**config.mk**
```make
export PLATFORM = sky130hd
export DESIGN_NAME = integer_to_roman_encoder_unit
export DESIGN_NICKNAME = d
export VERILOG_FILES = /design/src/hdl/rte_pkg.sv /design/src/hdl/integer_to_roman_encoder_unit.sv /design/src/hdl/rte_front.sv /design/src/hdl/rte_queue.sv /design/src/hdl/rte_back.sv
export SDC_FILE = /design/constraint.sdc
export NUM_CORES = 1
export LEC_CHECK = 0
export BUFFER_PORTS_ARGS = -buffer_cell sky130_fd_sc_hd__buf_2
export CORE_MARGIN = 8
export CORE_UTILIZATION = 35
export DETAILED_ROUTE_END_ITERATION = 7
export PLACE_DENSITY = 0.51
export SLEW_MARGIN = 20
export SYNTH_ARGS = -nofsm -noshare
export SYNTH_HDL_FRONTEND = slang
export SYNTH_HIERARCHICAL = 1
export SYNTH_SLANG_ARGS = --single-unit
```
**constraint.sdc**
```tcl
create_clock -name clk_i -period 10.95 [get_ports clk_i]
set_clock_uncertainty 0.15 [all_clocks]
set_input_delay 2.19 -clock clk_i [delete_from_list [all_inputs] [get_ports clk_i]]
set_output_delay 2.19 -clock clk_i [all_outputs]
set_load 0.005 [all_outputs]
```
**src/hdl/rte_pkg.sv**
```systemverilog
package rte_pkg;

  // fixed field widths
  localparam int unsigned ValueW = 12;
  localparam int unsigned CharW  = 8;

  // largest value that has a numeral
  localparam logic [ValueW-1:0] MaxValue = ValueW'(3999);

  // default depth of the queue between front and back
  localparam int unsigned QueueDepthDef = 2;

  // symbol table, largest weight first
  localparam int unsigned NumSyms = 13;
  localparam int unsigned SymIdxW = 4;

  localparam logic [ValueW-1:0] SymWeight [NumSyms] = '{
    12'd1000, 12'd900, 12'd500, 12'd400, 12'd100, 12'd90, 12'd50,
    12'd40, 12'd10, 12'd9, 12'd5, 12'd4, 12'd1
  };

  localparam logic [CharW-1:0] ChM = 8'h4D;
  localparam logic [CharW-1:0] ChD = 8'h44;
  localparam logic [CharW-1:0] ChC = 8'h43;
  localparam logic [CharW-1:0] ChL = 8'h4C;
  localparam logic [CharW-1:0] ChX = 8'h58;
  localparam logic [CharW-1:0] ChV = 8'h56;
  localparam logic [CharW-1:0] ChI = 8'h49;
  localparam logic [CharW-1:0] ChNone = 8'h00;

  localparam logic [CharW-1:0] SymFirst [NumSyms] = '{
    ChM, ChC, ChD, ChC, ChC, ChX, ChL, ChX, ChX, ChI, ChV, ChI, ChI
  };

  // none marks a single-letter symbol
  localparam logic [CharW-1:0] SymSecond [NumSyms] = '{
    ChNone, ChM, ChNone, ChD, ChNone, ChC, ChNone, ChL, ChNone, ChX, ChNone, ChV, ChNone
  };

  // classified item passed from front to back
  typedef struct packed {
    logic              oor;
    logic [ValueW-1:0] value;
  } item_t;

  // largest symbol whose weight fits in the value
  function automatic logic [SymIdxW-1:0] sym_pick(logic [ValueW-1:0] v);
    logic [SymIdxW-1:0] idx;
    idx = SymIdxW'(NumSyms - 1);
    for (int i = NumSyms - 1; i >= 0; i--) begin
      if (v >= SymWeight[i]) begin
        idx = SymIdxW'(i);
      end
    end
    return idx;
  endfunction

endpackage

```
**src/hdl/integer_to_roman_encoder_unit.sv**
```systemverilog
// channel   | direction | transfer when     | payload
// ----------+-----------+-------------------+---------------------------------------
// input     | in        | push && !full     | value_i (12 bit unsigned)
// result    | out       | pop && !empty     | character_o, last_o, out_of_range_o
//
// the back sequencer emits one letter per cycle while the result is not
// stalled, so an item gives as many results as its numeral has letters (1 to
// 15, 15 for 3888); an out-of-range value gives one result and a zero gives
// none in the back part. the first letter passes the holding stage, the queue
// and the result register before it shows; reset clears all control state at
// once.
// a stalled result holds the sequencer while the front keeps filling the queue.
module integer_to_roman_encoder_unit
  import rte_pkg::*;
#(
  parameter int unsigned QueueDepth = QueueDepthDef
) (
  input  logic              clk_i,
  input  logic              rst_ni,
  input  logic              push,
  output logic              full,
  input  logic [ValueW-1:0] value_i,
  output logic              empty,
  input  logic              pop,
  output logic [CharW-1:0]  character_o,
  output logic              last_o,
  output logic              out_of_range_o
);

  logic  fq_push, fq_full, bq_valid, bq_pop;
  item_t fq_item, bq_item;

  // classify and hold incoming values
  rte_front u_front (
    .clk_i    (clk_i),
    .rst_ni   (rst_ni),
    .push     (push),
    .value_i  (value_i),
    .full     (full),
    .q_push_o (fq_push),
    .q_item_o (fq_item),
    .q_full_i (fq_full)
  );

  // decoupling queue
  rte_queue #(
    .Depth (QueueDepth)
  ) u_queue (
    .clk_i   (clk_i),
    .rst_ni  (rst_ni),
    .push_i  (fq_push),
    .item_i  (fq_item),
    .full_o  (fq_full),
    .pop_i   (bq_pop),
    .item_o  (bq_item),
    .valid_o (bq_valid)
  );

  // letter sequencer and result register
  rte_back u_back (
    .clk_i          (clk_i),
    .rst_ni         (rst_ni),
    .q_valid_i      (bq_valid),
    .q_item_i       (bq_item),
    .q_pop_o        (bq_pop),
    .empty          (empty),
    .pop            (pop),
    .character_o    (character_o),
    .last_o         (last_o),
    .out_of_range_o (out_of_range_o)
  );

endmodule

```
**src/hdl/rte_front.sv**
```systemverilog
module rte_front
  import rte_pkg::*;
(
  input  logic              clk_i,
  input  logic              rst_ni,
  input  logic              push,
  input  logic [ValueW-1:0] value_i,
  output logic              full,
  output logic              q_push_o,
  output item_t             q_item_o,
  input  logic              q_full_i
);

  logic  hold_valid_q, hold_valid_d;
  item_t hold_q, hold_d;
  logic  accept;
  item_t item_in;

  // classify the incoming value
  always_comb begin
    item_in.value = value_i;
    item_in.oor   = (value_i > MaxValue);
  end

  // holding stage, zero values are dropped here
  assign full     = hold_valid_q && q_full_i;
  assign accept   = push && !full;
  assign q_push_o = hold_valid_q && !q_full_i;
  assign q_item_o = hold_q;

  always_comb begin
    hold_valid_d = hold_valid_q && q_full_i;
    hold_d       = hold_q;
    if (accept && (value_i != '0)) begin
      hold_valid_d = 1'b1;
      hold_d       = item_in;
    end
  end

  always_ff @(posedge clk_i or negedge rst_ni) begin
    if (!rst_ni) begin
      hold_valid_q <= 1'b0;
    end else begin
      hold_valid_q <= hold_valid_d;
    end
  end

  always_ff @(posedge clk_i) begin
    hold_q <= hold_d;
  end

endmodule

```
**src/hdl/rte_queue.sv**
```systemverilog
module rte_queue
  import rte_pkg::*;
#(
  parameter int unsigned Depth = QueueDepthDef
) (
  input  logic  clk_i,
  input  logic  rst_ni,
  input  logic  push_i,
  input  item_t item_i,
  output logic  full_o,
  input  logic  pop_i,
  output item_t item_o,
  output logic  valid_o
);

  localparam int unsigned PtrW = (Depth > 1) ? $clog2(Depth) : 1;
  localparam int unsigned CntW = $clog2(Depth + 1);
  localparam logic [PtrW-1:0] LastPtr = PtrW'(Depth - 1);

  item_t           store_q [Depth];
  logic [PtrW-1:0] wr_ptr_q, wr_ptr_d, rd_ptr_q, rd_ptr_d;
  logic [CntW-1:0] cnt_q, cnt_d;
  logic            do_push, do_pop;

  assign full_o  = (cnt_q == CntW'(Depth));
  assign valid_o = (cnt_q != '0);
  assign item_o  = store_q[rd_ptr_q];
  assign do_push = push_i && !full_o;
  assign do_pop  = pop_i && valid_o;

  // pointer and count update
  always_comb begin
    wr_ptr_d = wr_ptr_q;
    rd_ptr_d = rd_ptr_q;
    cnt_d    = cnt_q;
    if (do_push) begin
      wr_ptr_d = (wr_ptr_q == LastPtr) ? '0 : wr_ptr_q + 1'b1;
    end
    if (do_pop) begin
      rd_ptr_d = (rd_ptr_q == LastPtr) ? '0 : rd_ptr_q + 1'b1;
    end
    if (do_push && !do_pop) begin
      cnt_d = cnt_q + 1'b1;
    end else if (do_pop && !do_push) begin
      cnt_d = cnt_q - 1'b1;
    end
  end

  always_ff @(posedge clk_i or negedge rst_ni) begin
    if (!rst_ni) begin
      wr_ptr_q <= '0;
      rd_ptr_q <= '0;
      cnt_q    <= '0;
    end else begin
      wr_ptr_q <= wr_ptr_d;
      rd_ptr_q <= rd_ptr_d;
      cnt_q    <= cnt_d;
    end
  end

  // entry storage
  always_ff @(posedge clk_i) begin
    if (do_push) begin
      store_q[wr_ptr_q] <= item_i;
    end
  end

endmodule

```
**src/hdl/rte_back.sv**
```systemverilog
module rte_back
  import rte_pkg::*;
(
  input  logic             clk_i,
  input  logic             rst_ni,
  input  logic             q_valid_i,
  input  item_t            q_item_i,
  output logic             q_pop_o,
  output logic             empty,
  input  logic             pop,
  output logic [CharW-1:0] character_o,
  output logic             last_o,
  output logic             out_of_range_o
);

  typedef enum logic [2:0] {
    StIdle   = 3'b001,
    StEmit   = 3'b010,
    StSecond = 3'b100
  } state_e;

  state_e             state_q, state_d;
  logic [ValueW-1:0]  rest_q, rest_d;
  logic [CharW-1:0]   second_q, second_d;
  logic               out_valid_q, out_valid_d;
  logic [CharW-1:0]   out_char_q, out_char_d;
  logic               out_last_q, out_last_d;
  logic               out_oor_q, out_oor_d;
  logic               room;
  logic [ValueW-1:0]  cur;
  logic [SymIdxW-1:0] sym;
  logic [ValueW-1:0]  cur_rest;

  assign room = !out_valid_q || pop;

  // one symbol step on the current remainder
  assign cur      = (state_q == StIdle) ? q_item_i.value : rest_q;
  assign sym      = sym_pick(cur);
  assign cur_rest = cur - SymWeight[sym];

  // sequencer, one letter per cycle while the result register has room
  always_comb begin
    state_d     = state_q;
    rest_d      = rest_q;
    second_d    = second_q;
    q_pop_o     = 1'b0;
    out_valid_d = out_valid_q && !pop;
    out_char_d  = out_char_q;
    out_last_d  = out_last_q;
    out_oor_d   = out_oor_q;
    case (state_q)
      StIdle: begin
        if (q_valid_i && room) begin
          q_pop_o     = 1'b1;
          out_valid_d = 1'b1;
          if (q_item_i.oor) begin
            out_char_d = ChNone;
            out_last_d = 1'b1;
            out_oor_d  = 1'b1;
          end else begin
            out_char_d = SymFirst[sym];
            out_oor_d  = 1'b0;
            rest_d     = cur_rest;
            if (SymSecond[sym] != ChNone) begin
              second_d   = SymSecond[sym];
              out_last_d = 1'b0;
              state_d    = StSecond;
            end else begin
              out_last_d = (cur_rest == '0);
              state_d    = (cur_rest == '0) ? StIdle : StEmit;
            end
          end
        end
      end
      StEmit: begin
        if (room) begin
          out_valid_d = 1'b1;
          out_char_d  = SymFirst[sym];
          out_oor_d   = 1'b0;
          rest_d      = cur_rest;
          if (SymSecond[sym] != ChNone) begin
            second_d   = SymSecond[sym];
            out_last_d = 1'b0;
            state_d    = StSecond;
          end else begin
            out_last_d = (cur_rest == '0);
            state_d    = (cur_rest == '0) ? StIdle : StEmit;
          end
        end
      end
      StSecond: begin
        if (room) begin
          out_valid_d = 1'b1;
          out_char_d  = second_q;
          out_oor_d   = 1'b0;
          out_last_d  = (rest_q == '0);
          state_d     = (rest_q == '0) ? StIdle : StEmit;
        end
      end
      default: begin
        state_d = StIdle;
      end
    endcase
  end

  always_ff @(posedge clk_i or negedge rst_ni) begin
    if (!rst_ni) begin
      state_q     <= StIdle;
      out_valid_q <= 1'b0;
    end else begin
      state_q     <= state_d;
      out_valid_q <= out_valid_d;
    end
  end

  always_ff @(posedge clk_i) begin
    rest_q     <= rest_d;
    second_q   <= second_d;
    out_char_q <= out_char_d;
    out_last_q <= out_last_d;
    out_oor_q  <= out_oor_d;
  end

  // result register drives the ports
  assign empty          = !out_valid_q;
  assign character_o    = out_char_q;
  assign last_o         = out_last_q;
  assign out_of_range_o = out_oor_q;

endmodule
```
==> flow_metrics.tcl <==
set metrics [dict create \
    relSlewSlack_pct 34.5 \
    fin_crit_ns 6.69 \
    cp.arrival_ns 6.75 \
    max_cap_violations 0 \
    post-dp-hpwl_um 8020 \
    cts_num_sinks 74 \
    critPathKind "reg2reg" \
    die_w_um 129 \
    synthCells 416 \
    grt-ovfl-total 0 \
    critical-path-top-delay-family "compound AO/OA/AOI/OAI gates" \
    vdd_ir_drop_max_mv 0.108 \
    path_buf_inv 2 \
    layout_common_cells "65 x edfxtp_1, 42 x nand2_1, 32 x nor2_1" \
    clockBufferDepth 2 \
    ant_nets 0 \
    yosysTopAreaCellShare_pct 43.6 \
    synth_edf_count 65 \
    cts_root_buf "clkbuf_16" \
    layout_commonest_cell "edfxtp_1" \
    via_count 3380 \
    gp_congestion 0.930 \
    cp_cell_sequence "or3b_1 -> mux2_4 -> a21o_1 -> a2111o_1 -> a2111o_1 -> and2_4 -> inv_1 -> ha_1 -> nand2_1 -> a21boi_0 -> o21a_1 -> ha_1 -> a21oi_1 -> a21bo_2 -> xor2_1 -> or4_1 -> or4_1 -> a2111oi_0 -> buf_4 -> a31o_2" \
    rows 41 \
    ys_top_cells_by_area "edfxtp_1 44%, mux2_2 4.5%, dfrtp_1 4.5%" \
    drive_gt1_share_pct 18.1 \
    drc 0 \
    synthToLayoutAreaGrowth_pct 13.7 \
    hold_viol 0 \
    cts_tree "yes" \
    end_kind "flop" \
    p_total_mw 1.84 \
    synth_seq_cells 74 \
    p_per_area_nw_per_um2 361 \
    fillerInstances 1209 \
    cts_buffers 9 \
    slew_violations 0 \
    cts.repair.resized 0 \
    hold_class "reg2reg" \
    synth_top_area_cell "edfxtp_1" \
    cp_slowest_stage_delay_ns 0.75 \
    setup_viol 0 \
    ys_warn_count 6 \
    synth.avg_cell_area_sq_um 10.8 \
    synth_cell_types 73 \
    cts_setup_buffers 0 \
    clkTransAtPathRegs_ns 0.06 \
    grt_max_degree 28 \
    max_freq_mhz 149 \
    async_flop_share_pct 12.2 \
    start_util_pct 35.6 \
    required_ns 11.00 \
    cp_max_fo 24 \
    finalSetupTns_ns 0 \
    grt_pass1_wl_um 16900 \
    die_h_um 129 \
    dieArea_sq_um 16700 \
    htree_levels 3 \
    netlist_area_sq_um 4480 \
    drt_iter0_drc 217 \
    antenna_cells 0 \
    routed_wl_um 10500 \
    status "finished clean" \
    critPathLaunchType "flop" \
    clk_latency_ns 0.33 \
    synth_ff_type "edfxtp_1" \
    first_pass_iters 5 \
    nNetsFinal 470 \
    io_pins 28 \
    vias_per_cell 5.50 \
    p_leak_nw 1.95 \
    grt_pass1_vias 3289 \
    period_share_pct 61.1 \
    coreArea_sq_um 12600 \
    worst_slew_pin_slew_ns 0.979 \
    antenna_found_initial 0 \
    cts_hold_buf 0 \
    rsz0062_at_grt "false" \
    wl_per_cell_um 17.1 \
    cp_slowest_cell "or3b_1" \
    grt_use_total_pct 13.1 \
    seq_area_frac_synth_pct 48.6 \
    place.port_buffers 25 \
]
## kinds of logic after synthesis
logic type | synth area share [%]
simple gates | 17.9
compound gates | 15.6
flops | 48.6
buf+inv | 3.60
mux | 6.65
fa+ha+maj | 4.64
xor+xnor | 2.93
other cells | 0.0837
## metal layers
layer  share of wire [%]  GRT usage [%]  vias to the layer above
met5                   0              0                        -
met4                 2.6           5.67                        0
met3                 4.4           3.16                       21
met2                  48           21.5                       79
met1                  46           16.1                     1661
li1                    -              -                     1619
## through the flow
step	util, %	std cells	worst slack, ns	hold WS (ns)	instance area (sq um)
2_1_floorplan	-	417	4.86	0.271	4480
3_3_place_gp	37.9	599	4.53	0.276	4760
3_5_place_dp	37.9	599	4.32	0.284	4760
4_1_cts	40.4	615	4.26	0.299	5080
5_1_grt	40.5	615	3.98	0.304	5090
6_report	40.5	615	4.26	0.295	5090
## area by class of cell
cell class | instances | area, sq um | share of cell area, %
clock buffers | 10 | 229 | 4.50
clock inverters | 6 | 91.3 | 1.79
inverters | 16 | 60.1 | 1.18
multi-input cells | 308 | 2160 | 42.5
flip-flops and latches | 74 | 2180 | 42.8
well taps | 172 | 215 | 4.22
repair buffers | 29 | 155 | 3.05
## where the power goes
group	internal, mW	switching, mW	leakage, nW
logic	0.403	0.579	1.07
clock network	0.200	0.110	0.157
registers	0.466	0.0786	0.730
## final timing paths
path	startpoint	to	slack (ns)	depth (start not counted)
hold / removal	u_front/q_item_o[9]	u_queue/store_q[0][9]	0.30	0
setup / recovery	u_back/state_q[0]	u_back/last_o	4.26	20
hold reg to reg	u_front/q_item_o[9]	u_queue/store_q[0][9]	0.30	0
max in group asynchronous	rst_ni	u_back/state_q[0]	8.82	1
min in group asynchronous	rst_ni	u_queue/wr_ptr_q	1.57	1
setup reg to reg	u_back/state_q[0]	u_back/last_o	4.26	20
## state kept, by name, indices dropped and copies added, names as in the netlist, 2 cells and up
name and count:
u_back/state_q 3, u_front/q_item_o 13, u_back/character_o 6, u_queue/store_q 26, u_back/second_q 6, u_back/rest_q 12
u_queue/cnt_q 2
## cells in the mapped netlist (5+ instances only)
library cell and number:
dfrtp_1 8, xor2_1 7, xnor2_1 8, or4_1 6
o311ai_0 5, o31ai_1 5, o21ai_0 12, edfxtp_1 65
nor3_1 10, nand2_1 42, nand2b_1 5, and3_1 5
clkbuf_1 13, o211ai_1 7, or3_1 5, ha_1 15
inv_1 16, a21o_1 7, nor2_1 32, mux2_2 18
mux2i_1 8, nand3_1 8, a21oi_1 19, nor2b_1 12
o21a_1 7
Power figures use the tool's default switching activity.
